$ cat config.mk
export PLATFORM = sky130hd
export DESIGN_NAME = dns_response_address_extractor
export DESIGN_NICKNAME = d
export VERILOG_FILES = /design/src/rtl/core/dra_pkg.sv /design/src/rtl/core/dra_parser.sv /design/src/rtl/core/dra_result_fifo.sv /design/src/rtl/core/dns_response_address_extractor.sv
export VERILOG_INCLUDE_DIRS = /design/src /design/src/rtl/core
export SDC_FILE = /design/constraint.sdc
export NUM_CORES = 1
export LEC_CHECK = 0
export BUFFER_PORTS_ARGS = -buffer_cell sky130_fd_sc_hd__buf_4
export CAP_MARGIN = 15
export CORE_ASPECT_RATIO = 1.4
export CORE_MARGIN = 5
export CORE_UTILIZATION = 55
export DETAILED_ROUTE_END_ITERATION = 6
export PLACE_DENSITY_LB_ADDON = 0.2
export SKIP_CTS_REPAIR_TIMING = 1
export SLEW_MARGIN = 20
export SYNTH_ARGS = -nofsm -noshare
export SYNTH_HDL_FRONTEND = slang
export SYNTH_SLANG_ARGS = --single-unit
export TNS_END_PERCENT = 50
$ cat constraint.sdc
create_clock -name clock -period 5.1 [get_ports clock]
set_input_delay 0.51 -clock clock [delete_from_list [all_inputs] [get_ports clock]]
set_output_delay 0.51 -clock clock [all_outputs]
set_load 0.05 [all_outputs]
$ cat src/rtl/core/dns_response_address_extractor_macros.svh
// ----------------------------------------------------------------------------
// DNS response address extractor - assertion macros
// Concurrent assertion shorthands clocked on clock, disabled during reset.
// ----------------------------------------------------------------------------
`ifndef DNS_RESPONSE_ADDRESS_EXTRACTOR_MACROS_SVH
`define DNS_RESPONSE_ADDRESS_EXTRACTOR_MACROS_SVH

`ifndef NO_ASSERTIONS

// Same-cycle implication
`define DRA_ASSERT_NOW(lbl, ante, cons) \
   lbl: assert property (@(posedge clock) disable iff (reset) (ante) |-> (cons)) \
      else $error("dra assertion failed");

// Next-cycle implication
`define DRA_ASSERT_NEXT(lbl, ante, cons) \
   lbl: assert property (@(posedge clock) disable iff (reset) (ante) |=> (cons)) \
      else $error("dra assertion failed");

`else

`define DRA_ASSERT_NOW(lbl, ante, cons)
`define DRA_ASSERT_NEXT(lbl, ante, cons)

`endif

`endif

$ cat src/rtl/core/dra_pkg.sv
// ----------------------------------------------------------------------------
// dra_pkg
// Types, codes and constants shared by the DNS response address extractor.
// ----------------------------------------------------------------------------
package dra_pkg;

   // Buffer size default: bytes at or beyond this position are not parsed
   localparam int MAX_PACKET_DEFAULT = 1024;

   // Result queue depth (power of two)
   localparam int RES_FIFO_DEPTH = 4;

   // Register indexes on the configuration port
   localparam logic CSR_EXPECTED_ID = 1'b0;
   localparam logic CSR_NAME_LIMIT  = 1'b1;

   localparam logic [15:0] EXPECTED_ID_RESET = 16'h0000;
   localparam logic [7:0]  NAME_LIMIT_RESET  = 8'd128;

   // Protocol constants
   localparam logic [15:0] FLAGS_MASK   = 16'hfb7f;
   localparam logic [15:0] FLAGS_RESP   = 16'h8100;
   localparam logic [7:0]  PTR_MASK     = 8'hc0;
   localparam logic [15:0] RRTYPE_A     = 16'h0001;
   localparam logic [15:0] RRTYPE_CNAME = 16'h0005;

   // Result kinds
   localparam logic [2:0] KIND_ADDRESS   = 3'd0;
   localparam logic [2:0] KIND_CNAME     = 3'd1;
   localparam logic [2:0] KIND_ACCEPTED  = 3'd2;
   localparam logic [2:0] KIND_IGNORED   = 3'd3;
   localparam logic [2:0] KIND_MALFORMED = 3'd4;

   typedef enum logic [3:0] {
      PH_HEADER = 4'd0,
      PH_QNAME  = 4'd1,
      PH_QLABEL = 4'd2,
      PH_QFIXED = 4'd3,
      PH_ANAME  = 4'd4,
      PH_ALABEL = 4'd5,
      PH_APTR   = 4'd6,
      PH_AFIXED = 4'd7,
      PH_RDATA  = 4'd8,
      PH_SKIP   = 4'd9
   } phase_type;

   typedef enum logic [1:0] {
      V_PENDING   = 2'd0,
      V_ACCEPTED  = 2'd1,
      V_IGNORED   = 2'd2,
      V_MALFORMED = 2'd3
   } verdict_type;

   typedef struct packed {
      logic [7:0] data_byte;
      logic       packet_end;
   } req_payload_type;

   typedef struct packed {
      logic [2:0]  kind;
      logic [31:0] address;
      logic        final_res;
   } rsp_payload_type;

   // Results of one parsed byte: optional record result, optional closing status
   typedef struct packed {
      logic            rec_vld;
      rsp_payload_type rec;
      logic            fin_vld;
      rsp_payload_type fin;
   } dra_results_type;

endpackage

$ cat src/rtl/core/dra_parser.sv
// ----------------------------------------------------------------------------
// dra_parser
// Byte-wise DNS response walker: header checks, question skip, answer walk,
// A record address and CNAME notices, closing status on the last byte.
// ----------------------------------------------------------------------------
module dra_parser #(
   parameter int MAX_PACKET = dra_pkg::MAX_PACKET_DEFAULT
) (
   input  logic                    clock,
   input  logic                    reset,
   input  logic                    go,
   input  dra_pkg::req_payload_type in_data,
   input  logic [15:0]             expected_id,
   input  logic [7:0]              name_limit,
   output dra_pkg::dra_results_type results
);
   import dra_pkg::*;

   localparam int IDX_W = $clog2(MAX_PACKET + 1);
   localparam logic [IDX_W-1:0] IDX_LIMIT = IDX_W'(MAX_PACKET);

   phase_type        phase_ff, phase_in;
   logic [IDX_W-1:0] byte_index_ff, byte_index_in;
   logic [15:0]      header_word_ff, header_word_in;
   logic [15:0]      questions_ff, questions_in;
   logic [15:0]      answers_ff, answers_in;
   logic [7:0]       plain_len_ff, plain_len_in;
   logic [5:0]       label_left_ff, label_left_in;
   logic [3:0]       fixed_cnt_ff, fixed_cnt_in;
   logic [15:0]      rtype_ff, rtype_in;
   logic [15:0]      rdata_left_ff, rdata_left_in;
   logic [31:0]      addr_shift_ff, addr_shift_in;
   verdict_type      verdict_ff, verdict_in;

   logic [7:0]  b;
   logic [15:0] hw_new;
   logic [8:0]  name_sum;
   logic        name_fits;
   logic        is_ptr;
   logic [3:0]  fixed_inc;
   logic [15:0] rtype_new;
   logic [15:0] rdl_new;
   logic [15:0] rdl_dec;
   logic [15:0] ans_dec;
   logic [15:0] q_dec;
   logic [5:0]  label_dec;

   // Datapath helpers
   assign b         = in_data.data_byte;
   assign hw_new    = {header_word_ff[7:0], b};
   assign name_sum  = {1'b0, plain_len_ff} + {1'b0, b} + 9'd1;
   assign name_fits = name_sum <= {1'b0, name_limit};
   assign is_ptr    = (b & PTR_MASK) != 8'h00;
   assign fixed_inc = fixed_cnt_ff + 4'd1;
   assign rtype_new = (fixed_cnt_ff < 4'd2) ? {rtype_ff[7:0], b} : rtype_ff;
   assign rdl_new   = (fixed_cnt_ff >= 4'd8) ? {rdata_left_ff[7:0], b} : rdata_left_ff;
   assign rdl_dec   = rdata_left_ff - 16'd1;
   assign ans_dec   = answers_ff - 16'd1;
   assign q_dec     = questions_ff - 16'd1;
   assign label_dec = label_left_ff - 6'd1;

   // Next state and results for one byte
   always_comb begin
      phase_in       = phase_ff;
      byte_index_in  = byte_index_ff;
      header_word_in = header_word_ff;
      questions_in   = questions_ff;
      answers_in     = answers_ff;
      plain_len_in   = plain_len_ff;
      label_left_in  = label_left_ff;
      fixed_cnt_in   = fixed_cnt_ff;
      rtype_in       = rtype_ff;
      rdata_left_in  = rdata_left_ff;
      addr_shift_in  = addr_shift_ff;
      verdict_in     = verdict_ff;
      results        = '0;

      if (go) begin
         if (byte_index_ff < IDX_LIMIT) begin
            byte_index_in = byte_index_ff + IDX_W'(1);
            unique case (phase_ff)
               PH_HEADER: begin
                  header_word_in = hw_new;
                  if (byte_index_ff == IDX_W'(1)) begin
                     if (hw_new != expected_id) verdict_in = V_IGNORED;
                  end else if (byte_index_ff == IDX_W'(3)) begin
                     if ((hw_new & FLAGS_MASK) != FLAGS_RESP) verdict_in = V_IGNORED;
                  end else if (byte_index_ff == IDX_W'(5)) begin
                     questions_in = hw_new;
                  end else if (byte_index_ff == IDX_W'(7)) begin
                     answers_in = hw_new;
                     if (hw_new == 16'd0) verdict_in = V_IGNORED;
                  end else if (byte_index_ff == IDX_W'(11)) begin
                     plain_len_in = 8'd0;
                     if (verdict_ff == V_IGNORED) phase_in = PH_SKIP;
                     else if (questions_ff != 16'd0) phase_in = PH_QNAME;
                     else phase_in = PH_ANAME;
                  end
               end
               PH_QNAME, PH_ANAME: begin
                  if (b == 8'd0) begin
                     fixed_cnt_in = 4'd0;
                     phase_in = (phase_ff == PH_QNAME) ? PH_QFIXED : PH_AFIXED;
                  end else if (is_ptr) begin
                     // pointer: malformed in a question, ends the name in an answer
                     if (phase_ff == PH_QNAME) begin
                        verdict_in = V_MALFORMED;
                        phase_in   = PH_SKIP;
                     end else begin
                        phase_in = PH_APTR;
                     end
                  end else if (!name_fits) begin
                     verdict_in = V_MALFORMED;
                     phase_in   = PH_SKIP;
                  end else begin
                     plain_len_in  = name_sum[7:0];
                     label_left_in = b[5:0];
                     phase_in = (phase_ff == PH_QNAME) ? PH_QLABEL : PH_ALABEL;
                  end
               end
               PH_QLABEL, PH_ALABEL: begin
                  label_left_in = label_dec;
                  if (label_dec == 6'd0)
                     phase_in = (phase_ff == PH_QLABEL) ? PH_QNAME : PH_ANAME;
               end
               PH_QFIXED: begin
                  fixed_cnt_in = fixed_inc;
                  if (fixed_inc == 4'd4) begin
                     questions_in = q_dec;
                     plain_len_in = 8'd0;
                     phase_in = (q_dec == 16'd0) ? PH_ANAME : PH_QNAME;
                  end
               end
               PH_APTR: begin
                  fixed_cnt_in = 4'd0;
                  phase_in     = PH_AFIXED;
               end
               PH_AFIXED: begin
                  rtype_in      = rtype_new;
                  rdata_left_in = rdl_new;
                  fixed_cnt_in  = fixed_inc;
                  if (fixed_inc == 4'd10) begin
                     fixed_cnt_in  = 4'd0;
                     addr_shift_in = 32'd0;
                     if (rtype_new == RRTYPE_A && rdl_new < 16'd4) begin
                        // short A rdata
                        verdict_in = V_MALFORMED;
                        phase_in   = PH_SKIP;
                     end else begin
                        if (rdl_new == 16'd0) begin
                           answers_in = ans_dec;
                           if (ans_dec == 16'd0) begin
                              verdict_in = V_ACCEPTED;
                              phase_in   = PH_SKIP;
                           end else begin
                              phase_in     = PH_ANAME;
                              plain_len_in = 8'd0;
                           end
                        end else begin
                           phase_in = PH_RDATA;
                        end
                        if (rtype_new == RRTYPE_CNAME) begin
                           results.rec_vld       = 1'b1;
                           results.rec.kind      = KIND_CNAME;
                           results.rec.address   = 32'd0;
                           results.rec.final_res = 1'b0;
                        end
                     end
                  end
               end
               PH_RDATA: begin
                  if (rtype_ff == RRTYPE_A && fixed_cnt_ff < 4'd4) begin
                     addr_shift_in = {addr_shift_ff[23:0], b};
                     fixed_cnt_in  = fixed_inc;
                     if (fixed_inc == 4'd4) begin
                        results.rec_vld       = 1'b1;
                        results.rec.kind      = KIND_ADDRESS;
                        results.rec.address   = {addr_shift_ff[23:0], b};
                        results.rec.final_res = 1'b0;
                     end
                  end
                  rdata_left_in = rdl_dec;
                  if (rdl_dec == 16'd0) begin
                     answers_in = ans_dec;
                     if (ans_dec == 16'd0) begin
                        verdict_in = V_ACCEPTED;
                        phase_in   = PH_SKIP;
                     end else begin
                        phase_in     = PH_ANAME;
                        plain_len_in = 8'd0;
                     end
                  end
               end
               PH_SKIP: begin
               end
               default: begin
               end
            endcase
         end

         // Last byte: closing status from the verdict after this byte,
         // then back to a clean header state
         if (in_data.packet_end) begin
            results.fin_vld = 1'b1;
            unique case (verdict_in)
               V_ACCEPTED: results.fin.kind = KIND_ACCEPTED;
               V_IGNORED:  results.fin.kind = KIND_IGNORED;
               default:    results.fin.kind = KIND_MALFORMED;
            endcase
            results.fin.address   = 32'd0;
            results.fin.final_res = 1'b1;
            phase_in       = PH_HEADER;
            byte_index_in  = '0;
            header_word_in = 16'd0;
            questions_in   = 16'd0;
            answers_in     = 16'd0;
            plain_len_in   = 8'd0;
            label_left_in  = 6'd0;
            fixed_cnt_in   = 4'd0;
            rtype_in       = 16'd0;
            rdata_left_in  = 16'd0;
            addr_shift_in  = 32'd0;
            verdict_in     = V_PENDING;
         end
      end
   end

   // Parser state registers
   always_ff @(posedge clock) begin
      if (reset) begin
         phase_ff       <= PH_HEADER;
         byte_index_ff  <= '0;
         header_word_ff <= 16'd0;
         questions_ff   <= 16'd0;
         answers_ff     <= 16'd0;
         plain_len_ff   <= 8'd0;
         label_left_ff  <= 6'd0;
         fixed_cnt_ff   <= 4'd0;
         rtype_ff       <= 16'd0;
         rdata_left_ff  <= 16'd0;
         addr_shift_ff  <= 32'd0;
         verdict_ff     <= V_PENDING;
      end else begin
         phase_ff       <= phase_in;
         byte_index_ff  <= byte_index_in;
         header_word_ff <= header_word_in;
         questions_ff   <= questions_in;
         answers_ff     <= answers_in;
         plain_len_ff   <= plain_len_in;
         label_left_ff  <= label_left_in;
         fixed_cnt_ff   <= fixed_cnt_in;
         rtype_ff       <= rtype_in;
         rdata_left_ff  <= rdata_left_in;
         addr_shift_ff  <= addr_shift_in;
         verdict_ff     <= verdict_in;
      end
   end

`include "dns_response_address_extractor_macros.svh"

   // A final verdict always parks the walker in the skip phase
   `DRA_ASSERT_NOW(a_verdict_skip, (verdict_ff == V_ACCEPTED || verdict_ff == V_MALFORMED), (phase_ff == PH_SKIP))
   // Record results only come out of the fixed part or the rdata
   `DRA_ASSERT_NOW(a_rec_phase, results.rec_vld, (phase_ff == PH_AFIXED || phase_ff == PH_RDATA))
   // After the last byte the walker starts over at the header
   `DRA_ASSERT_NEXT(a_end_clears, (go && in_data.packet_end), (phase_ff == PH_HEADER && byte_index_ff == '0 && verdict_ff == V_PENDING))

endmodule

$ cat src/rtl/core/dra_result_fifo.sv
// ----------------------------------------------------------------------------
// dra_result_fifo
// Small result queue: takes up to two results a cycle, hands out one while rsp_stall is low.
// ----------------------------------------------------------------------------
module dra_result_fifo (
   input  logic                     clock,
   input  logic                     reset,
   input  dra_pkg::dra_results_type push,
   output logic                     room,
   output logic                     rsp_valid,
   input  logic                     rsp_stall,
   output dra_pkg::rsp_payload_type rsp_payload
);
   import dra_pkg::*;

   localparam int DEPTH = RES_FIFO_DEPTH;
   localparam int PTR_W = $clog2(DEPTH);
   localparam int CNT_W = $clog2(DEPTH + 1);

   rsp_payload_type  store_ff [DEPTH];
   logic [PTR_W-1:0] wr_ptr_ff, wr_ptr_in;
   logic [PTR_W-1:0] rd_ptr_ff, rd_ptr_in;
   logic [CNT_W-1:0] count_ff, count_in;

   logic [PTR_W-1:0] wr_fin;
   logic [1:0]       push_n;
   logic             pop;

   // Two free slots are needed before a byte may be parsed
   assign room        = count_ff <= CNT_W'(DEPTH - 2);
   assign rsp_valid   = count_ff != '0;
   assign rsp_payload = store_ff[rd_ptr_ff];
   assign pop         = rsp_valid && !rsp_stall;

   assign push_n = {1'b0, push.rec_vld} + {1'b0, push.fin_vld};
   assign wr_fin = wr_ptr_ff + PTR_W'(push.rec_vld);

   // Pointer and fill count update
   always_comb begin
      wr_ptr_in = wr_ptr_ff + PTR_W'(push_n);
      rd_ptr_in = rd_ptr_ff + PTR_W'(pop);
      count_in  = count_ff + CNT_W'(push_n) - CNT_W'(pop);
   end

   always_ff @(posedge clock) begin
      if (reset) begin
         wr_ptr_ff <= '0;
         rd_ptr_ff <= '0;
         count_ff  <= '0;
      end else begin
         wr_ptr_ff <= wr_ptr_in;
         rd_ptr_ff <= rd_ptr_in;
         count_ff  <= count_in;
      end
   end

   // Entry storage; the record result goes ahead of the closing status
   always_ff @(posedge clock) begin
      if (push.rec_vld) store_ff[wr_ptr_ff] <= push.rec;
      if (push.fin_vld) store_ff[wr_fin] <= push.fin;
   end

endmodule

$ cat src/rtl/core/dns_response_address_extractor.sv
// ----------------------------------------------------------------------------
// dns_response_address_extractor
// Walks a DNS response byte by byte and reports A record addresses, CNAME
// notices and a closing status for each packet.
// ----------------------------------------------------------------------------
// Usage:
//   req_*: one packet byte per transfer, packet_end set on the last byte.
//   rsp_*: result transfers; kind says address, CNAME seen, or the closing
//     status (accepted, ignored, malformed) carried with final_res set.
//   csr_*: write expected_id (index 0) and name_limit (index 1) while idle.
// Path: a byte is held in the input register and parsed from there, which
//   loads its results into the queue; they transfer from the queue.
// Throughput: one byte per cycle. The parse stage runs while the result
//   queue has two free slots; a byte that yields a record and the closing
//   status puts both in the queue, and they leave one per cycle.
// Reset: synchronous; clears the walker to the header phase, empties the
//   queue and sets expected_id to 0 and name_limit to 128.
// Stall on rsp: the queue fills, the parse stage holds its byte and
//   req_stall rises; nothing is dropped.
// ----------------------------------------------------------------------------
module dns_response_address_extractor #(
   parameter int MAX_PACKET = dra_pkg::MAX_PACKET_DEFAULT
) (
   input  logic                     clock,
   input  logic                     reset,
   input  logic                     req_valid,
   output logic                     req_stall,
   input  dra_pkg::req_payload_type req_payload,
   output logic                     rsp_valid,
   input  logic                     rsp_stall,
   output dra_pkg::rsp_payload_type rsp_payload,
   input  logic                     csr_wr_en,
   input  logic                     csr_index,
   input  logic [15:0]              csr_wdata
);
   import dra_pkg::*;

   logic            in_vld_ff, in_vld_in;
   req_payload_type in_data_ff;
   logic [15:0]     expected_id_ff, expected_id_in;
   logic [7:0]      name_limit_ff, name_limit_in;

   logic            accept;
   logic            go;
   logic            room;
   dra_results_type results;

   // Input register handshake
   assign go        = in_vld_ff && room;
   assign req_stall = in_vld_ff && !go;
   assign accept    = req_valid && !req_stall;

   always_comb begin
      if (accept) in_vld_in = 1'b1;
      else if (go) in_vld_in = 1'b0;
      else in_vld_in = in_vld_ff;
   end

   always_ff @(posedge clock) begin
      if (reset) in_vld_ff <= 1'b0;
      else in_vld_ff <= in_vld_in;
   end

   always_ff @(posedge clock) begin
      if (accept) in_data_ff <= req_payload;
   end

   // Configuration registers
   always_comb begin
      expected_id_in = expected_id_ff;
      name_limit_in  = name_limit_ff;
      if (csr_wr_en) begin
         unique case (csr_index)
            CSR_EXPECTED_ID: expected_id_in = csr_wdata;
            CSR_NAME_LIMIT:  name_limit_in  = csr_wdata[7:0];
            default: begin
            end
         endcase
      end
   end

   always_ff @(posedge clock) begin
      if (reset) begin
         expected_id_ff <= EXPECTED_ID_RESET;
         name_limit_ff  <= NAME_LIMIT_RESET;
      end else begin
         expected_id_ff <= expected_id_in;
         name_limit_ff  <= name_limit_in;
      end
   end

   // Packet walker
   dra_parser #(
      .MAX_PACKET (MAX_PACKET)
   ) u_parser (
      .clock       (clock),
      .reset       (reset),
      .go          (go),
      .in_data     (in_data_ff),
      .expected_id (expected_id_ff),
      .name_limit  (name_limit_ff),
      .results     (results)
   );

   // Result queue towards the rsp channel
   dra_result_fifo u_result_fifo (
      .clock       (clock),
      .reset       (reset),
      .push        (results),
      .room        (room),
      .rsp_valid   (rsp_valid),
      .rsp_stall   (rsp_stall),
      .rsp_payload (rsp_payload)
   );

endmodule

==> flow_summary.ini, run 1 <==
[outcome]
outcome = completed

[placement]
place_congestion = 0.980
hpwl_mm = 32.7
numPortBuffers = 68
placed_cell_area_um2 = 17400

[sta]
clock.fmax_mhz = 211
finalCritPeriodShare_pct = 92.9
timing_hold_violations_final = 0
report.final.setup_viol = 0
grt_setup_unrepaired = no
finClkSkew_ns = 0.0239
layout_min_cycle_time_ns = 4.74
tightestPinTransition_ns = 1.09
relSlewSlack_pct = 27.6
report.final.slew_viol_count = 0
finalSetupTns_ns = 0

[synth]
synthesis.instances = 2064
yosys_register_bits = 316
synth.cell_area_um2 = 16700
share_of_flip_flops_with_an_asynchronous_set_or_reset_pct = 0
synth-edff-count = 25
yosys.cell_types.count = 82
syn_area_per_cell_um2 = 8.08
yosysSeqAreaShare_pct = 39.4
netlist.area_leader.share_pct = 34.9
post_synth_main_area_contributors = dfxtp_1 35%, a21oi_1 8.0%, nand2_1 6.8%
post-synth-top-area-cell = dfxtp_1
synth_commonest_cells = 304 x nand2_1, 291 x dfxtp_1, 266 x a21oi_1
post-synth-top-count-cell = nand2_1
ys.flop_type = dfxtp_1
postSynthNetCount = 2135
synth.yosys.warnings = 0

[grt]
use_met1_pct = 33.5
track_usage_pct = 28.4
antenna_violations_before_repair = 0
grt_pass1_wl_mm = 79.5
met2_usage_pct = 50.3
grt_pass1_vias = 15200
met3_track_demand_over_resource_pct = 3.91
largest_net_degree_at_the_start_of_global_routing = 100
overflow = 0
globalRoute.busiestLayer = met2

[clocking]
tritoncts.num_buffers = 31
cts-root-to-sink-buffers = 3
cts_sinks = 316
cts.htree.levels = 1
clk_latency_worst_skew_pair_ns = 0.58
root_buffer = clkbuf_16
cts_tree = built
path_clk_slew_ns = 0.07

[power_and_ir_drop]
power.internal_mw = 4.37
power.combinational.fraction_pct = 14.5
p_leak_nw = 6.67
power.sequential.fraction_pct = 44.1
power.share.switching_pct = 28.2
clock_power_share_pct = 41.4
switching_power_mw = 1.71
powerDensity_nw_per_um2 = 328
power.ir.vdd_worst_mv = 0.369
post-layout-total-power_mw = 6.08

[route]
final_wirelength_mm = 49.5
postRouteAntennaNets = 0
routed_wire_length_per_instance_um = 20.2
avgViaCountPerCell = 6.40
first_iter_violations = 1373
vias = 15700
remaining_drc_errors = 0
detailedRoute.firstPassIterationCount = 6

[finish]
drive_above_1_share_pct = 11.4
layout.nets = 2117
post-route-util_pct = 61.9
area_growth_syn_to_layout_pct = 11.1
n_antenna_cell = 0
fillCellCount = 2638
final_design_area_no_fill_um2 = 18500

[die]
floorplan.die.width_um = 157
io_pins = 69
initial_core_utilization_pct = 55.7
row_count = 75
die_height_um = 216
dieArea_um2 = 34000
placeableCoreArea_um2 = 29900

[worst_setup_path]
critPathMaxFanout = 8
start_kind = flip-flop
setup.worst_path.end_class = flip-flop
worstPathRequired_ns = 5.48
critPathArrivalTime_ns = 5.12
timing.setup.critical_path_class = reg2reg

[hold_path]
class_of_the_tightest_hold_or_removal_check = in2reg

[flow_run]
max-cap-violations = 0
[per-stage QoR]
| step | hold slack (ns) | cells | setup WS, ns |
|---|---|---|---|
| global placement | 0.434 | 2398 | 0.488 |
| finish | 0.120 | 2456 | 0.365 |
| global route | 0.100 | 2456 | 0.0547 |
| detailed placement | 0.440 | 2398 | 0.372 |
| floorplan | 0.429 | 2064 | 0.787 |
| CTS | 0.0981 | 2456 | 0.323 |
[routing by layer]
metal | up-vias | wire length (um)
met5 | - | 0
met4 | 0 | 2390
met3 | 142 | 3500
met2 | 683 | 25200
met1 | 7520 | 18500
li1 | 7367 | -
[flip-flops by register name, indices dropped and copies added (netlist names), 9 cells and up]
signal and cells:
u_parser.rdata_left_ff 16, in_data_ff 9, expected_id_ff 16, u_result_fifo.store_ff 144
u_parser.addr_shift_ff 24, u_parser.rtype_ff 16, u_parser.answers_ff 16, u_parser.byte_index_ff 11
u_parser.questions_ff 16
[layout make-up]
| cell class | instances | area, um2 | area share [%] |
|---|---|---|---|
| clock inverter | 18 | 221 | 1.19 |
| inverter | 42 | 158 | 0.850 |
| sequential | 316 | 6580 | 35.5 |
| tap | 385 | 482 | 2.60 |
| clock buffer | 40 | 912 | 4.92 |
| timing repair buffer | 110 | 838 | 4.52 |
| multi-input combinational | 1545 | 9350 | 50.4 |
[path summary, 6_finish.rpt]
path | slack (ns) | from | endpoint | depth (start not counted)
max | 0.36 | in_data_ff[1]$_DFFE_PP_ | u_result_fifo.store_ff[0][34]$_DFFE_PP_ | 19
min | 0.12 | req_payload[6] | in_data_ff[6]$_DFFE_PP_ | 1
max reg2reg | 0.36 | in_data_ff[1]$_DFFE_PP_ | u_result_fifo.store_ff[0][34]$_DFFE_PP_ | 19
min reg2reg | 0.45 | u_result_fifo.store_ff[1][6]$_SDFFE_PP0P_ | u_result_fifo.store_ff[1][6]$_SDFFE_PP0P_ | 2
[power by group through the flow]
stage	Combinational, mW	Sequential (mW)	Clock [mW]
2_1_floorplan	0.704	2.63	0
5_1_grt	0.955	2.69	2.65
6_report	0.884	2.68	2.51
4_1_cts	0.883	2.68	2.56
3_5_place_dp	0.879	2.73	0
3_3_place_gp	0.866	2.73	0
[cells in the final DEF (no fill, tap or decap), types with 9 or more instances in the layout]
cell | netlist | layout
nand2_1 | 304 | 304
dfxtp_1 | 291 | 289
a21oi_1 | 266 | 266
nand3_1 | 176 | 176
nor2_1 | 169 | 167
buf_4 | 1 | 109
nor3_1 | 50 | 48
o21ai_0 | 47 | 47
inv_1 | 42 | 42
ha_1 | 38 | 38
mux4_2 | 36 | 36
clkbuf_16 | 0 | 33
a22oi_1 | 31 | 31
xor2_1 | 30 | 30
nor4_1 | 29 | 29
or3_1 | 29 | 29
nand2b_1 | 27 | 27
xnor2_1 | 27 | 27
edfxtp_1 | 25 | 25
nand4_1 | 19 | 19
o31ai_1 | 16 | 16
nor2b_1 | 16 | 15
mux2i_1 | 15 | 15
nand3b_1 | 14 | 14
a31oi_1 | 13 | 13
a211oi_1 | 14 | 13
and2_1 | 11 | 11
or4_1 | 11 | 11
o21ai_1 | 11 | 11
or2_2 | 9 | 9
o211ai_1 | 9 | 9
[worst max-delay path, stage by stage, from the launching register on]
cell      delay [ns]
edfxtp_1        0.39
inv_1           0.16
ha_1            0.19
inv_1           0.06
fa_1            0.45
a211oi_2        0.29
o21bai_1        0.11
a21oi_1         0.19
xnor2_1         0.18
ha_1            0.29
and3_1          0.16
and3_1          0.17
a211o_1         0.37
and2_1          0.22
nor2_1          0.14
and3_1          0.17
a211oi_1        0.06
or2_1           0.25
ha_1            0.39
nor4_1          0.29
[cell families after synthesis]
kind of cell             synth area share, %
AO/OA/AOI/OAI                           17.9
XOR/XNOR                                2.99
adder cells (fa/ha/maj)                 3.09
buffers and inverters                   4.75
flip-flops                              39.4
multiplexers                            5.76
AND/OR/NAND/NOR                         26.1
Power figures use the tool's default switching activity.
==> run 2, diff against run 1 <==
--- a/config.mk
+++ b/config.mk
@@ -19,2 +19,3 @@
 export SYNTH_HDL_FRONTEND = slang
+export SYNTH_HIERARCHICAL = 1
 export SYNTH_SLANG_ARGS = --single-unit
==> constraint.sdc (replaced) <==
create_clock -name clock -period 5.1 [get_ports clock]
set_input_delay 0.765 -clock clock [delete_from_list [all_inputs] [get_ports clock]]
set_output_delay 0.765 -clock clock [all_outputs]
set_load 0.05 [all_outputs]
==> run 2 against run 1 <==
Clock skew fell by 0.00073 ns. Routed wire length fell by 8.0%. Final cell count fell by 6.7%. Register-to-register slack got worse by 0.06 ns. Largest cell class unchanged. Largest power group unchanged.
==> flow_summary.ini, run 2 <==
[worst_setup_path]
cpMaxStageDelayCell = fa_1
critical_path.top_delay_family = compound AO/OA/AOI/OAI gates
critical_path.n_buffers_inverters = 2
r2r-start = in_data_ff[1]$_DFFE_PP_
worstPathRequired_ns = 5.37
setup.worst_path.end_class = flip-flop
start_kind = flip-flop
critical-path-max-stage-delay_ns = 0.44
worstPathCellList = inv_1 -> ha_1 -> inv_1 -> fa_1 -> a211oi_2 -> o21bai_1 -> a21oi_2 -> xnor2_1 -> ha_1 -> a22o_1 -> nor4_1 -> a211o_1 -> o211a_1 -> o21ai_0 -> o21ai_1 -> and2_1 -> nand2_1 -> ha_1 -> and3_1 -> mux2_2
critPathMaxFanout = 6
critPathArrivalTime_ns = 5.07
timing.setup.critical_path_class = reg2reg
critical_path.most_common_cell = ha_1
worstSetupStartpoint = in_data_ff[1]$_DFFE_PP_

[route]
remaining_drc_errors = 0
routed_wire_length_per_instance_um = 19.9
postRouteAntennaNets = 0
vias = 13800
avgViaCountPerCell = 6.02
final_wirelength_mm = 45.6
first_iter_violations = 898
detailedRoute.firstPassIterationCount = 5

[clocking]
cts.htree.levels = 2
cts_sinks = 316
cts_tree = built
clk_latency_worst_skew_pair_ns = 0.52
cts-root-to-sink-buffers = 3
tritoncts.num_buffers = 34
root_buffer = clkbuf_16
path_clk_slew_ns = 0.06

[finish]
top_regs = u_result_fifo/store_ff (144), u_parser/addr_shift_ff (24)
regMostFlops = u_result_fifo/store_ff
final_cell_mix = 161 x dfxtp_1, 153 x edfxtp_1, 152 x nor2_1, 135 x nand2_1, 117 x mux2_2
final_common_cell = dfxtp_1
area.sequential_um2 = 7860
flip_flop_count_of_the_largest_register_all_copies_and_words_added = 144
fillCellCount = 2755
area_growth_syn_to_layout_pct = 9.86
layout.nets = 1890
n_antenna_cell = 0
multi_input_logic_area_um2 = 9620
drive_above_1_share_pct = 21.8

[sta]
layout_min_cycle_time_ns = 4.79
tightestPinTransition_ns = 1.09
report.final.slew_viol_count = 0
report.final.setup_viol = 0
timing_hold_violations_final = 0
grt_setup_unrepaired = no
layout_setup_ws_ns = 0.306
finalCritPeriodShare_pct = 94.0
finClkSkew_ns = 0.0231
relSlewSlack_pct = 26.6
clock.fmax_mhz = 209
finalSetupTns_ns = 0

[die]
initial_core_utilization_pct = 55.4
row_count = 79
dieArea_um2 = 37200
placeableCoreArea_um2 = 33100
die_height_um = 226
floorplan.die.width_um = 164
io_pins = 69

[synth]
yosys.cell_types.count = 103
ys.flop_type = dfxtp_1
synth.cell_area_um2 = 18300
synth-edff-count = 153
yosysSeqAreaShare_pct = 42.8
share_of_flip_flops_with_an_asynchronous_set_or_reset_pct = 0
synthesis.instances = 1805
post-synth-top-count-cell = dfxtp_1
post_synth_main_area_contributors = edfxtp_1 25%, dfxtp_1 18%, mux2_2 7.2%
syn_area_per_cell_um2 = 10.2
netlist.area_leader.share_pct = 25.0
synth.yosys.warnings = 6
yosys_register_bits = 316
post-synth-top-area-cell = edfxtp_1
synth_commonest_cells = 163 x dfxtp_1, 153 x edfxtp_1, 152 x nor2_1

[placement]
place_worst_setup_slack_ns = 0.163
place_congestion = 0.935
numPortBuffers = 68
hpwl_mm = 29.7

[flow_run]
max-cap-violations = 0

[outcome]
outcome = completed

[power_and_ir_drop]
power.ir.vdd_worst_mv = 0.275
powerDensity_nw_per_um2 = 344
p_leak_nw = 7.40

[hold_path]
hold_path.startpoint = req_payload[4]
class_of_the_tightest_hold_or_removal_check = in2reg

[grt]
grt_pass1_vias = 13600
track_usage_pct = 24.3
grt_pass1_wl_mm = 72.2
largest_net_degree_at_the_start_of_global_routing = 101
overflow = 0
antenna_violations_before_repair = 0
-- run 2: changes by cell type after synthesis, sizes merged, moves of 29 or more --
cell | before | now
nand2 | 304 | 140
a21oi | 266 | 112
mux2 | 0 | 148
dfxtp | 291 | 163
edfxtp | 25 | 153
nand3 | 177 | 54
buf | 13 | 75
clkbuf | 148 | 86
o21ai | 58 | 93
and2 | 11 | 40
-- run 2: cells by family after synthesis --
family / Yosys count / synth area share [%]
muxes: 213 / 15.7
AOI/OAI and AO/OA: 341 / 12.0
DFF: 316 / 42.8
and+or+nand+nor: 640 / 18.5
adders and majority gates: 39 / 2.73
other: 1 / 0.0204
buffers and inverters: 206 / 5.81
xor gates and xnor gates: 49 / 2.38
-- run 2: path summary, 6_finish.rpt --
path,endpoint,slack (ns),cells after the start
hold / removal,in_data_ff[4]$_DFFE_PP_,0.43,1
hold reg to reg,name_limit_ff[7]$_SDFFE_PP1P_,0.46,1
setup / recovery,u_result_fifo/store_ff[0][35]$_DFFE_PP_,0.31,20
setup reg to reg,u_result_fifo/store_ff[0][35]$_DFFE_PP_,0.31,20
-- run 2: worst register-to-register path: cells and delay by family, from the launching register on --
| kind | cells | cell delay [ns] |
|---|---|---|
| buffers and inverters | 2 | 0.16 |
| adders and majority gates | 4 | 1.22 |
| AOI/OAI and AO/OA | 8 | 1.67 |
| muxes | 1 | 0.27 |
| DFF | 1 | 0.38 |
| and+or+nand+nor | 4 | 0.70 |
| xor gates and xnor gates | 1 | 0.18 |
-- run 2: layer usage --
layer | up-vias | global-route usage, % | routed length, um
met1 | 6662 | 28.8 | 17600
met4 | 0 | 9.99 | 1990
met5 | - | 0 | 0
met3 | 121 | 3.25 | 2350
li1 | 6589 | - | -
met2 | 427 | 44.1 | 23700
-- run 2: power by group --
part | switching (mW) | total [mW] | internal (mW)
registers | 0.113 | 2.84 | 2.73
clock network | 0.994 | 2.41 | 1.41
logic | 1.05 | 1.68 | 0.629
-- run 2: layout make-up --
cell class / count / area share, %
inverters: 45 / 0.838
multi-input cells: 1317 / 47.7
clock buffers: 52 / 5.18
clock inverters: 9 / 0.230
well taps: 445 / 2.76
repair buffers: 107 / 4.23
flip-flops and latches: 316 / 39.0
-- run 2: metrics by stage --
stage	utilization, %	cells	hold WS [ns]	area (um2)	power (mW)
2_1_floorplan	-	1839	0.427	18500	4.14
3_3_place_gp	57.5	2230	0.450	19000	4.58
3_5_place_dp	57.5	2230	0.453	19100	4.59
4_1_cts	60.8	2291	0.406	20100	7.01
5_1_grt	60.9	2291	0.401	20200	7.22
6_report	60.9	2291	0.429	20200	6.94
